## src/sv/rcg_pkg.sv

```systemverilog
// ----------------------------------------------------------------------------
// rcg_pkg
// Types, constants and helper functions of the rotated checkerboard generator.
// ----------------------------------------------------------------------------
package rcg_pkg;

  localparam int COORD_BITS = 16;
  localparam int FRAC_BITS  = 16;

  // Only the bits up to the parity bit of a pattern coordinate matter
  localparam int LB = FRAC_BITS + 1;

  localparam bit IN_SIGNED = (COORD_BITS <= 16);
  localparam int KEEP_BITS = IN_SIGNED ? COORD_BITS : 16;
  localparam int SIGN_POS  = IN_SIGNED ? COORD_BITS - 1 : 15;

  localparam int QDEPTH = 4;
  localparam int QAW    = $clog2(QDEPTH);

  localparam int CFG_IDX_W  = 3;
  localparam int CFG_DATA_W = 48;

  localparam logic [16:0] ONE_Q16   = 17'd65536;
  localparam logic [17:0] THREE_Q16 = 18'd196608;

  typedef enum logic [CFG_IDX_W-1:0] {
    REG_COEF_XX    = 3'd0,
    REG_COEF_XY    = 3'd1,
    REG_COEF_YX    = 3'd2,
    REG_COEF_YY    = 3'd3,
    REG_CONST_X    = 3'd4,
    REG_CONST_Y    = 3'd5,
    REG_FUZZ_WIDTH = 3'd6,
    REG_FUZZ_RECIP = 3'd7
  } cfg_reg_t;

  typedef struct packed {
    logic [31:0] coef_xx;
    logic [31:0] coef_xy;
    logic [31:0] coef_yx;
    logic [31:0] coef_yy;
    logic [47:0] const_x;
    logic [47:0] const_y;
    logic [16:0] fuzz_width;
    logic [31:0] fuzz_recip;
  } cfg_t;

  typedef enum logic [1:0] {
    PULSE_FLAT,
    PULSE_RISE,
    PULSE_FALL
  } pulse_kind_t;

  typedef struct packed {
    logic        span;
    logic        differ;
    pulse_kind_t kind_x;
    pulse_kind_t kind_y;
    logic [15:0] d_x;
    logic [15:0] d_y;
  } q_entry_t;

  typedef struct packed {
    logic full;
    logic empty;
  } q_stat_t;

  // Pixel coordinate as a COORD_BITS-bit value, reduced to LB bits
  function automatic logic [LB-1:0] coord_ext(input logic [15:0] v);
    logic [31:0] mask;
    logic [31:0] m;
    logic [31:0] e;
    mask = (32'd1 << KEEP_BITS) - 32'd1;
    m    = {16'b0, v} & mask;
    if (IN_SIGNED && m[SIGN_POS]) begin
      e = m | ~mask;
    end else begin
      e = m;
    end
    return e[LB-1:0];
  endfunction

  // Axis fraction rescaled to Q0.16, truncating
  function automatic logic [15:0] frac_to_q16(input logic [FRAC_BITS-1:0] f);
    logic [FRAC_BITS+15:0] t;
    t = {f, 16'b0};
    return t[FRAC_BITS+15:FRAC_BITS];
  endfunction

endpackage

```

## src/sv/rcg_queue.sv

```systemverilog
// ----------------------------------------------------------------------------
// rcg_queue
// Short FIFO between the classifying front end and the fuzz back end.
// ----------------------------------------------------------------------------
module rcg_queue (
  input  logic              clk,
  input  logic              rst_n,
  input  logic              push,
  input  rcg_pkg::q_entry_t push_data,
  input  logic              pop,
  output rcg_pkg::q_entry_t pop_data,
  output rcg_pkg::q_stat_t  stat
);
  import rcg_pkg::*;

  q_entry_t           mem_r [QDEPTH];
  logic [QAW-1:0]     wr_ptr_r, wr_ptr_nxt;
  logic [QAW-1:0]     rd_ptr_r, rd_ptr_nxt;
  logic [QAW:0]       cnt_r, cnt_nxt;

  always_comb begin
    wr_ptr_nxt = wr_ptr_r;
    rd_ptr_nxt = rd_ptr_r;
    cnt_nxt    = cnt_r;
    if (push) begin
      wr_ptr_nxt = (wr_ptr_r == QAW'(QDEPTH - 1)) ? '0 : wr_ptr_r + 1'b1;
    end
    if (pop) begin
      rd_ptr_nxt = (rd_ptr_r == QAW'(QDEPTH - 1)) ? '0 : rd_ptr_r + 1'b1;
    end
    case ({push, pop})
      2'b10:   cnt_nxt = cnt_r + 1'b1;
      2'b01:   cnt_nxt = cnt_r - 1'b1;
      default: cnt_nxt = cnt_r;
    endcase
  end

  always_ff @(posedge clk) begin
    if (!rst_n) begin
      wr_ptr_r <= '0;
      rd_ptr_r <= '0;
      cnt_r    <= '0;
    end else begin
      wr_ptr_r <= wr_ptr_nxt;
      rd_ptr_r <= rd_ptr_nxt;
      cnt_r    <= cnt_nxt;
    end
  end

  always_ff @(posedge clk) begin
    if (push) begin
      mem_r[wr_ptr_r] <= push_data;
    end
  end

  assign pop_data   = mem_r[rd_ptr_r];
  assign stat.full  = (cnt_r == (QAW+1)'(QDEPTH));
  assign stat.empty = (cnt_r == '0);

endmodule

```

## config.mk

```make
export PLATFORM = sky130hd
export DESIGN_NAME = rcg_queue
export DESIGN_NICKNAME = d
export VERILOG_FILES = /design/src/sv/rcg_pkg.sv /design/src/sv/rcg_queue.sv
export SDC_FILE = /design/constraint.sdc
export NUM_CORES = 1
export LEC_CHECK = 0
export BUFFER_PORTS_ARGS = -buffer_cell sky130_fd_sc_hd__clkbuf_2
export CAP_MARGIN = 20
export CORE_ASPECT_RATIO = 0.75
export CORE_UTILIZATION = 50
export CTS_CLUSTER_SIZE = 8
export DETAILED_ROUTE_END_ITERATION = 16
export HOLD_SLACK_MARGIN = 0.05
export PLACE_DENSITY_LB_ADDON = 0.2
export SYNTH_ARGS = -nofsm -noshare
export SYNTH_HDL_FRONTEND = slang
export SYNTH_SLANG_ARGS = --single-unit
```

## constraint.sdc

```tcl
create_clock -name clk -period 1.82 [get_ports clk]
set_clock_uncertainty 0.05 [all_clocks]
set_input_delay 0.182 -clock clk [delete_from_list [all_inputs] [get_ports clk]]
set_output_delay 0.182 -clock clk [all_outputs]
set_load 0.005 [all_outputs]
```

==> impl_metrics.toml <==
[logic_synthesis]
syn-num-nets = 294
yosys.area.top_type = "edfxtp_1"
syn-cell-area_sq_um = 5960
synth.area.mux_share = 0.147
synth_top_family_by_area = "multiplexers"
ys_seq_elements = 161
yosysUniqueCellTypes = 25
avgSynthCellArea_sq_um = 24.3
synth_warnings = 0
netlist_top_cells_area = "edfxtp_1 77%, mux4_2 14%, dfxtp_1 3.0%"
synthSimpleGateAreaFrac = 0.0166
synth.yosys.seq_area_share = 0.796
synthCells = 245
synth_fa_ha_area_frac = 0.0159
synthXorXnorAreaFrac = 0.00294
yosys.area.top_type_share = 0.766
synth_compound_area_frac = 0.00504

[critical_path]
startpoint_type = "flip-flop"
path_delay_family = "multiplexers"
cp-end-kind = "output port"
crit_type = "flip-flop to output port"
cp.buffers_inverters = 2
worst_r2r_startpoint = "cnt_r[0]"
cp_data_required_time_ns = 1.59
critPathMaxFanout = 18
cp_slowest_cell = "mux4_2"
timing.rr.end = "cnt_r[2]"
cp_slowest_stage_delay_ns = 0.55
path_cells = "buf_12 -> mux4_2 -> clkbuf_2"
r2r_slack_ns = 0.19
critPathArrivalTime_ns = 1.66
worstRegToRegCells = 5

[worst_hold_path]
hold_depth = 4
hold_class = "input pin to flip-flop"
min_to = "wr_ptr_r[0]"
hold_start = "push"

[sta]
relSlewSlack = 0.833
finalSetupTns_ns = -1.76
worst_pin_slew_ns = 0.250
drv_slew = 0
min_period_over_period = 1.04
setup_viol = 38
rsz0062_at_grt = "true"
fmax_ghz = 0.529
finalHoldViolCount = 0
fin_crit_ns = 1.89
setup_slack_ns = -0.0719

[cells_and_area]
nets = 435
fin_cells = 560
drive_gt1_frac = 0.410
layout_common_cells = "152 x edfxtp_1, 81 x clkbuf_2, 39 x dlygate4sd3_1"
area_delta_synth_final_pct = 28.3
antenna_cells = 0
layout_commonest_cell = "edfxtp_1"

[die]
die_x_um = 128
die-area_sq_um = 12400
core_sq_um = 11600
ios = 82
rows = 34
start_util = 0.513
die_h_um = 96.6

[pwr]
clkPwrFrac = 0.408
switching_share = 0.199
ir_drop_uv = 649
powerDensity_nw_per_um2 = 1100
p_leak_nw = 2.66
p_switching_mw = 1.68
seqPwrFrac = 0.506
power.internal_mw = 6.74
comb_power_share = 0.085
finalPower_mw = 8.42

[global_routing]
first_global_vias = 2881
antenna_found_initial = 0
overflow = 0
grt_pass1_wl_mm = 15.1
gr-usage-all-layers = 0.177
grt_start_max_net_pins = 39

[detailed_routing]
ant_nets = 0
wirelength_mm = 9.94
drtPass1Iterations = 4
route.detailed.drc = 0
vias = 2832
wire_per_inst_um = 17.8
drt_iter0_drc = 175
vias_per_cell = 5.06

[run_status]
outcome = "finished, violations left"
failed_checks = "negative setup slack"

[clock_tree]
tritoncts = "yes"
cts_buffer_depth = 2
cts.clk_slew.worst_paths_ns = 0.06
clock_latency_ns = 0.40
clock_sinks = 161
cts_root_buf = "clkbuf_16"
htreeDepth = 4
numCtsBuffers = 17

[flow_run]
maxCapViolCount = 0

[placement]
gp_congestion = 0.749
post-dp-hpwl_mm = 5.65
io_buffers = 81
dp_cells = 490
[through the flow]
stage / hold WS (ns) / instance area [sq um] / setup slack (ns) / util
after detailed placement: 0.352 / 6680 / 0.118 / 0.575
after global placement: 0.348 / 6680 / 0.159 / 0.575
after CTS: 0.0641 / 7650 / -0.105 / 0.658
after global routing: 0.132 / 7650 / -0.156 / 0.658
final: 0.0832 / 7650 / -0.0719 / 0.658
after floorplan: 0.231 / 5970 / 0.291 / -
[worst max path at each step]
stage,startpoint,end,cells after the start
global route,flip-flop,pop_data[25],3
finish,flip-flop,pop_data[29],3
detailed placement,push,cnt_r[2],8
CTS,flip-flop,pop_data[29],3
floorplan,cnt_r[0],cnt_r[2],5
global placement,push,cnt_r[2],8
[cell type report]
cell class	instances	area, sq um
inverters	6	22.5
repair buffers	130	971
well taps	162	203
clock buffers	20	437
clock inverters	11	140
fillers	795	3970
multi-input cells	70	1120
flip-flops and latches	161	4750
[sequential cells by signal, summed over array words and instances (netlist names), named ones only]
signal,cells
cnt_r,3
mem_r,152
rd_ptr_r,2
wr_ptr_r,2
[what timing repair did]
item	CTS	global route
pin swaps	0	0
hold endpoints to repair	160	0
setup buffers	0	0
gates resized for setup	1	0
setup endpoints to repair	38	38
hold buffers	39	0
[power by group through the flow]
stage          registers, mW  clock network, mW  logic (mW)
2_1_floorplan           4.32                  0       0.371
3_3_place_gp            4.34                  0       0.647
3_5_place_dp            4.34                  0       0.665
4_1_cts                 4.27               3.52       0.733
5_1_grt                 4.28               3.65       0.793
6_report                4.27               3.44       0.718
[cells in the mapped netlist]
cell type	number
a21boi_0	1
a21oi_1	1
and2_1	6
and3_1	1
buf_12	2
buf_2	3
buf_4	1
buf_6	1
clkbuf_1	1
dfxtp_1	9
edfxtp_1	152
fa_1	1
ha_1	6
inv_1	6
mux2i_1	2
mux4_2	38
nand2_1	1
nor2b_1	4
nor3_1	1
nor3b_1	2
o21a_1	1
o21ai_0	2
or3_1	1
xnor2_1	1
xor2_1	1
[routing by layer]
layer	share of wire	global-route usage
met5	0	0
met4	0.0082	0.0676
met3	0.053	0.0573
met2	0.50	0.301
met1	0.44	0.213
[tightest hold or removal path, cell delays in order]
cell,delay (ns)
clkbuf_2,0.09
inv_1,0.05
a21oi_1,0.12
nor2b_1,0.06
[logic make-up (layout without fill, tap and decap cells)]
family                     after synthesis  in the layout
muxes                                   40             40
xor gates and xnor gates                 2              2
buffers and inverters                   14            167
AOI/OAI and AO/OA                        5              5
DFF                                    161            161
and+or+nand+nor                         16             16
adders and majority gates                7              7
Power figures use the tool's default switching activity.
