$ cat src/sv/rcg_pkg.sv
// ----------------------------------------------------------------------------
// rcg_pkg
// Types, constants and helper functions of the rotated checkerboard generator.
// ----------------------------------------------------------------------------
package rcg_pkg;

  localparam int COORD_BITS = 16;
  localparam int FRAC_BITS  = 16;

  // Only the bits up to the parity bit of a pattern coordinate matter
  localparam int LB = FRAC_BITS + 1;

  localparam bit IN_SIGNED = (COORD_BITS <= 16);
  localparam int KEEP_BITS = IN_SIGNED ? COORD_BITS : 16;
  localparam int SIGN_POS  = IN_SIGNED ? COORD_BITS - 1 : 15;

  localparam int QDEPTH = 4;
  localparam int QAW    = $clog2(QDEPTH);

  localparam int CFG_IDX_W  = 3;
  localparam int CFG_DATA_W = 48;

  localparam logic [16:0] ONE_Q16   = 17'd65536;
  localparam logic [17:0] THREE_Q16 = 18'd196608;

  typedef enum logic [CFG_IDX_W-1:0] {
    REG_COEF_XX    = 3'd0,
    REG_COEF_XY    = 3'd1,
    REG_COEF_YX    = 3'd2,
    REG_COEF_YY    = 3'd3,
    REG_CONST_X    = 3'd4,
    REG_CONST_Y    = 3'd5,
    REG_FUZZ_WIDTH = 3'd6,
    REG_FUZZ_RECIP = 3'd7
  } cfg_reg_t;

  typedef struct packed {
    logic [31:0] coef_xx;
    logic [31:0] coef_xy;
    logic [31:0] coef_yx;
    logic [31:0] coef_yy;
    logic [47:0] const_x;
    logic [47:0] const_y;
    logic [16:0] fuzz_width;
    logic [31:0] fuzz_recip;
  } cfg_t;

  typedef enum logic [1:0] {
    PULSE_FLAT,
    PULSE_RISE,
    PULSE_FALL
  } pulse_kind_t;

  typedef struct packed {
    logic        span;
    logic        differ;
    pulse_kind_t kind_x;
    pulse_kind_t kind_y;
    logic [15:0] d_x;
    logic [15:0] d_y;
  } q_entry_t;

  typedef struct packed {
    logic full;
    logic empty;
  } q_stat_t;

  // Pixel coordinate as a COORD_BITS-bit value, reduced to LB bits
  function automatic logic [LB-1:0] coord_ext(input logic [15:0] v);
    logic [31:0] mask;
    logic [31:0] m;
    logic [31:0] e;
    mask = (32'd1 << KEEP_BITS) - 32'd1;
    m    = {16'b0, v} & mask;
    if (IN_SIGNED && m[SIGN_POS]) begin
      e = m | ~mask;
    end else begin
      e = m;
    end
    return e[LB-1:0];
  endfunction

  // Axis fraction rescaled to Q0.16, truncating
  function automatic logic [15:0] frac_to_q16(input logic [FRAC_BITS-1:0] f);
    logic [FRAC_BITS+15:0] t;
    t = {f, 16'b0};
    return t[FRAC_BITS+15:FRAC_BITS];
  endfunction

endpackage

$ cat src/sv/rcg_front.sv
// ----------------------------------------------------------------------------
// rcg_front
// Accepts pixels, applies the affine transform and classifies each axis.
// ----------------------------------------------------------------------------
module rcg_front (
  input  logic              clk,
  input  logic              rst_n,
  input  logic              in_valid,
  output logic              in_ready,
  input  logic [15:0]       in_col,
  input  logic [15:0]       in_row,
  input  logic              in_span_end,
  input  rcg_pkg::cfg_t     cfg,
  input  rcg_pkg::q_stat_t  q_stat,
  output logic              q_push,
  output rcg_pkg::q_entry_t q_data
);
  import rcg_pkg::*;

  typedef struct packed {
    pulse_kind_t kind;
    logic [15:0] d;
  } cls_t;

  logic          advance;
  logic          s1_valid_r;
  logic [LB-1:0] s1_pxa_r, s1_pxb_r, s1_pya_r, s1_pyb_r;
  logic [LB-1:0] col_e, row_e;
  logic          s1_span_r;
  logic          s2_valid_r;
  q_entry_t      s2_entry_r, s2_entry_nxt;
  logic [LB-1:0] px, py;
  cls_t          cls_x, cls_y;

  function automatic cls_t classify(input logic [15:0] u, input logic [16:0] w);
    cls_t        c;
    logic [17:0] sum;
    sum = {2'b0, u} + {1'b0, w};
    if ({1'b0, u} >= w) begin
      if (sum < 18'd65536) begin
        c.kind = PULSE_FLAT;
        c.d    = '0;
      end else begin
        c.kind = PULSE_FALL;
        c.d    = sum[15:0];
      end
    end else begin
      c.kind = PULSE_RISE;
      c.d    = u;
    end
    return c;
  endfunction

  // Hold both stages while the head item cannot enter a full queue
  assign advance  = !(s2_valid_r && q_stat.full);
  assign in_ready = advance;
  assign col_e    = coord_ext(in_col);
  assign row_e    = coord_ext(in_row);

  always_comb begin
    px    = s1_pxa_r + s1_pxb_r + cfg.const_x[LB-1:0];
    py    = s1_pya_r + s1_pyb_r + cfg.const_y[LB-1:0];
    cls_x = classify(frac_to_q16(px[FRAC_BITS-1:0]), cfg.fuzz_width);
    cls_y = classify(frac_to_q16(py[FRAC_BITS-1:0]), cfg.fuzz_width);
    s2_entry_nxt.span   = s1_span_r;
    s2_entry_nxt.differ = px[FRAC_BITS] ^ py[FRAC_BITS];
    s2_entry_nxt.kind_x = cls_x.kind;
    s2_entry_nxt.kind_y = cls_y.kind;
    s2_entry_nxt.d_x    = cls_x.d;
    s2_entry_nxt.d_y    = cls_y.d;
  end

  always_ff @(posedge clk) begin
    if (!rst_n) begin
      s1_valid_r <= 1'b0;
      s2_valid_r <= 1'b0;
    end else if (advance) begin
      s1_valid_r <= in_valid;
      s2_valid_r <= s1_valid_r;
    end
  end

  always_ff @(posedge clk) begin
    if (advance) begin
      s1_pxa_r   <= LB'(cfg.coef_xx[LB-1:0] * col_e);
      s1_pxb_r   <= LB'(cfg.coef_xy[LB-1:0] * row_e);
      s1_pya_r   <= LB'(cfg.coef_yx[LB-1:0] * col_e);
      s1_pyb_r   <= LB'(cfg.coef_yy[LB-1:0] * row_e);
      s1_span_r  <= in_span_end;
      s2_entry_r <= s2_entry_nxt;
    end
  end

  assign q_push = s2_valid_r && advance;
  assign q_data = s2_entry_r;

endmodule

$ cat config.mk
export PLATFORM = sky130hd
export DESIGN_NAME = rcg_front
export DESIGN_NICKNAME = d
export VERILOG_FILES = /design/src/sv/rcg_pkg.sv /design/src/sv/rcg_front.sv
export SDC_FILE = /design/constraint.sdc
export NUM_CORES = 2
export LEC_CHECK = 0
export ABC_CLOCK_PERIOD_IN_PS = 5480
export BUFFER_PORTS_ARGS = -buffer_cell sky130_fd_sc_hd__buf_2
export CAP_MARGIN = 0
export CORE_ASPECT_RATIO = 1.1
export CORE_UTILIZATION = 55
export DETAILED_ROUTE_END_ITERATION = 10
export PLACE_DENSITY = 0.8
export SLEW_MARGIN = 40
export SYNTH_ARGS = -nofsm -noshare
export SYNTH_HDL_FRONTEND = slang
export SYNTH_SLANG_ARGS = --single-unit
$ cat constraint.sdc
create_clock -name clk -period 5.48 [get_ports clk]
set_input_delay 0.274 -clock clk [delete_from_list [all_inputs] [get_ports clk]]
set_output_delay 0.274 -clock clk [all_outputs]
set_load 0.01 [all_outputs]
==> flow_summary.yaml <==
synth:
  synthFlopType: "edfxtp_1"
  syn_area_per_cell_um2: 9.027
  synth_edf_count: 107
  syn_area_mm2: 0.02563
  synthesis.nets: 3864
  yosysTopAreaCellShare: 0.3218
  synth.largest_area_cell: "fa_1"
  synthCells: 2839
  synth_area_leaders: "fa_1 (32%), ha_1 (15%), edfxtp_1 (13%)"
  synth_seq_area_share: 0.1269
  ys_ff_latch: 109
  ys.warnings.count: 0
  synth_cell_types: 66
  synth-async-reset-ratio: 0
clocking:
  cts_root_buf: "clkbuf_16"
  path_clk_slew_ns: 0.07
  cts_made_buffers: 9
  holdBufCountCts: 0
  cts.path.max_buffers: 2
  clk_latency_ns: 0.36
  cts.sinks: 109
  cts_max_level: 3
  cts_tree: "built"
place:
  port_buffers: 195
  dpl.hpwl_mm: 51.13
  gp_congestion: 0.9262
die:
  ios: 351
  dieArea_mm2: 0.04746
  die-width_um: 207.8
  dieHeight_um: 228.4
  initial_core_util: 0.5601
  core_area_mm2: 0.04576
  rows: 82
final_layout:
  drive_gt1_frac: 0.09307
  finish.utilization: 0.6037
  syn_to_final_growth_pct: 7.787
  mostFrequentLayoutCell: "inv_1"
  mostFrequentLayoutCells: "inv_1 (629), nand2_1 (426), fa_1 (412), ha_1 (302), and2_1 (234)"
  final_nets: 4007
routing:
  dr_wl_met3_mm: 3.292
  routed.top_layer: "met4"
  drt-total-wl_mm: 61.23
  routed_via_density: 5.441
  drc_errors: 0
  post_drt_wl_per_cell_um: 17.12
  vias: 19457
  drt-met1-wl_mm: 24.19
  ant_nets: 0
  firstDrtPassIters: 5
  dr.first_iter.drc_count: 1200
  dr_wl_met2_mm: 31.88
global_route:
  antenna_found_initial: 1
  grt_max_degree: 58
  grt_util_all_layers: 0.2657
  first_global_vias: 20681
  grt_pass1_wl_mm: 101.3
  grt.overflow.total: 0
worst_setup_path:
  crit_type: "register to register"
  critPathRequiredTime_ns: 5.62
  path_delay_family: "compound AO/OA/AOI/OAI gates"
  arrival_ns: 5.30
  crit_path_end_kind: "register"
  crit_slowest_cell: "fa_1"
  max_stage_delay_ns: 0.50
  worstPathCellList: "inv_1, fa_1, inv_1, ha_1, fa_1, a211oi_1, o21ai_0, a31oi_2, inv_1, a21oi_1, xnor2_1, ha_1, nor3_1, o2111ai_1, a31oi_1, nor2_1, o21ai_0, nand2_1, buf_4, o21ai_0"
  critPathLaunchType: "register"
  critPathBufInv: 4
  crit_path_max_fanout: 7
job:
  drv_cap: 0
sta:
  final_max_slew_viol_count: 0
  relSlewSlack: 0.5111
  tns_ns: 0
  max_freq_mhz: 193.6
  rsz0062_at_grt: "no"
  setup_viol_count_final: 0
  finalHoldViolCount: 0
  skew_ns: 0.01034
  worst_pin_slew_ns: 0.7333
  finalCritPeriodShare: 0.9425
  fin_crit_ns: 5.165
outcome:
  status: "finished clean"
worst_hold_path:
  hold_class: "input pin to register"
==> routing by layer <==
metal  GRT usage  vias to the layer above
met3     0.01951                      145
met1      0.3310                     9691
met2      0.4839                      704
met4     0.09236                        0
li1            -                     8917
met5           0                        -
==> flip-flops by register name (all words and copies together) (netlist names) <==
name	count
q_data	38
s1_pxa_r	17
s1_pxb_r	17
s1_pya_r	17
s1_pyb_r	17
s1_span_r	1
s1_valid_r	1
s2_valid_r	1
==> logic make-up after synthesis <==
group	after synthesis	share of synthesized area
AOI/OAI and AO/OA	236	0.06571
adders and majority gates	714	0.4693
xor gates and xnor gates	228	0.07792
and+or+nand+nor	823	0.1530
buffers and inverters	729	0.1072
DFF	109	0.1269
==> cell type report <==
class | instances | area (um2)
Multi-Input combinational cell | 2001 | 19660
Fill cell | 3816 | 18130
Sequential cell | 109 | 3253
Inverter | 630 | 2369
Timing Repair Buffer | 231 | 1271
Tap cell | 588 | 735.7
Clock buffer | 9 | 225.2
Clock inverter | 7 | 108.9
Antenna cell | 1 | 2.502
==> cells in the mapped netlist (5+ instances only) <==
cell type,instances
o211ai_1,10
or3_1,7
a21o_1,18
and2_1,234
xnor2_1,177
o41ai_1,6
nand4_1,5
ha_1,302
a21oi_1,66
nor3_1,17
nand2b_1,14
xor2_1,51
a31oi_1,8
o2bb2ai_2,7
edfxtp_1,107
nand3_1,12
fa_1,412
clkbuf_1,94
nor2b_1,21
o21a_1,11
o21ai_0,36
a31o_2,5
nand2_1,427
a41oi_1,6
nor2_1,67
o21bai_1,17
o2bb2ai_1,7
inv_1,630
==> per-stage QoR <==
step                      hold slack [ns]  area, um2  std cells  setup WS (ns)
after CTS                         0.08794      27580       3573         0.2639
after global routing              0.08305      27620       3576        0.01933
after floorplan                    0.3729      25630       2839         0.1399
after detailed placement           0.4139      27240       3557        0.09098
final                             0.09734      27620       3576         0.3151
after global placement             0.4167      27240       3557         0.1382
==> what timing repair did <==
action	4_1_cts	5_1_grt
setup buffers	0	2
resized for setup	0	4
setup endpoints to repair	0	18
==> path summary, 6_finish.rpt <==
| check | depth (start not counted) | slack (ns) | startpoint | endpoint |
|---|---|---|---|---|
| max | 20 | 0.32 | s1_pya_r[1]$_DFFE_PN_ | q_data[6]$_DFFE_PN_ |
| min | 1 | 0.1 | in_span_end | s1_span_r$_DFFE_PN_ |
| max reg2reg | 20 | 0.32 | s1_pya_r[1]$_DFFE_PN_ | q_data[6]$_DFFE_PN_ |
| min reg2reg | 0 | 0.44 | s1_span_r$_DFFE_PN_ | q_data[37]$_DFFE_PN_ |
Power is left out: the tool's default activity adds up to more than one toggle a clock period on the data nets, which glitch-free logic cannot reach.
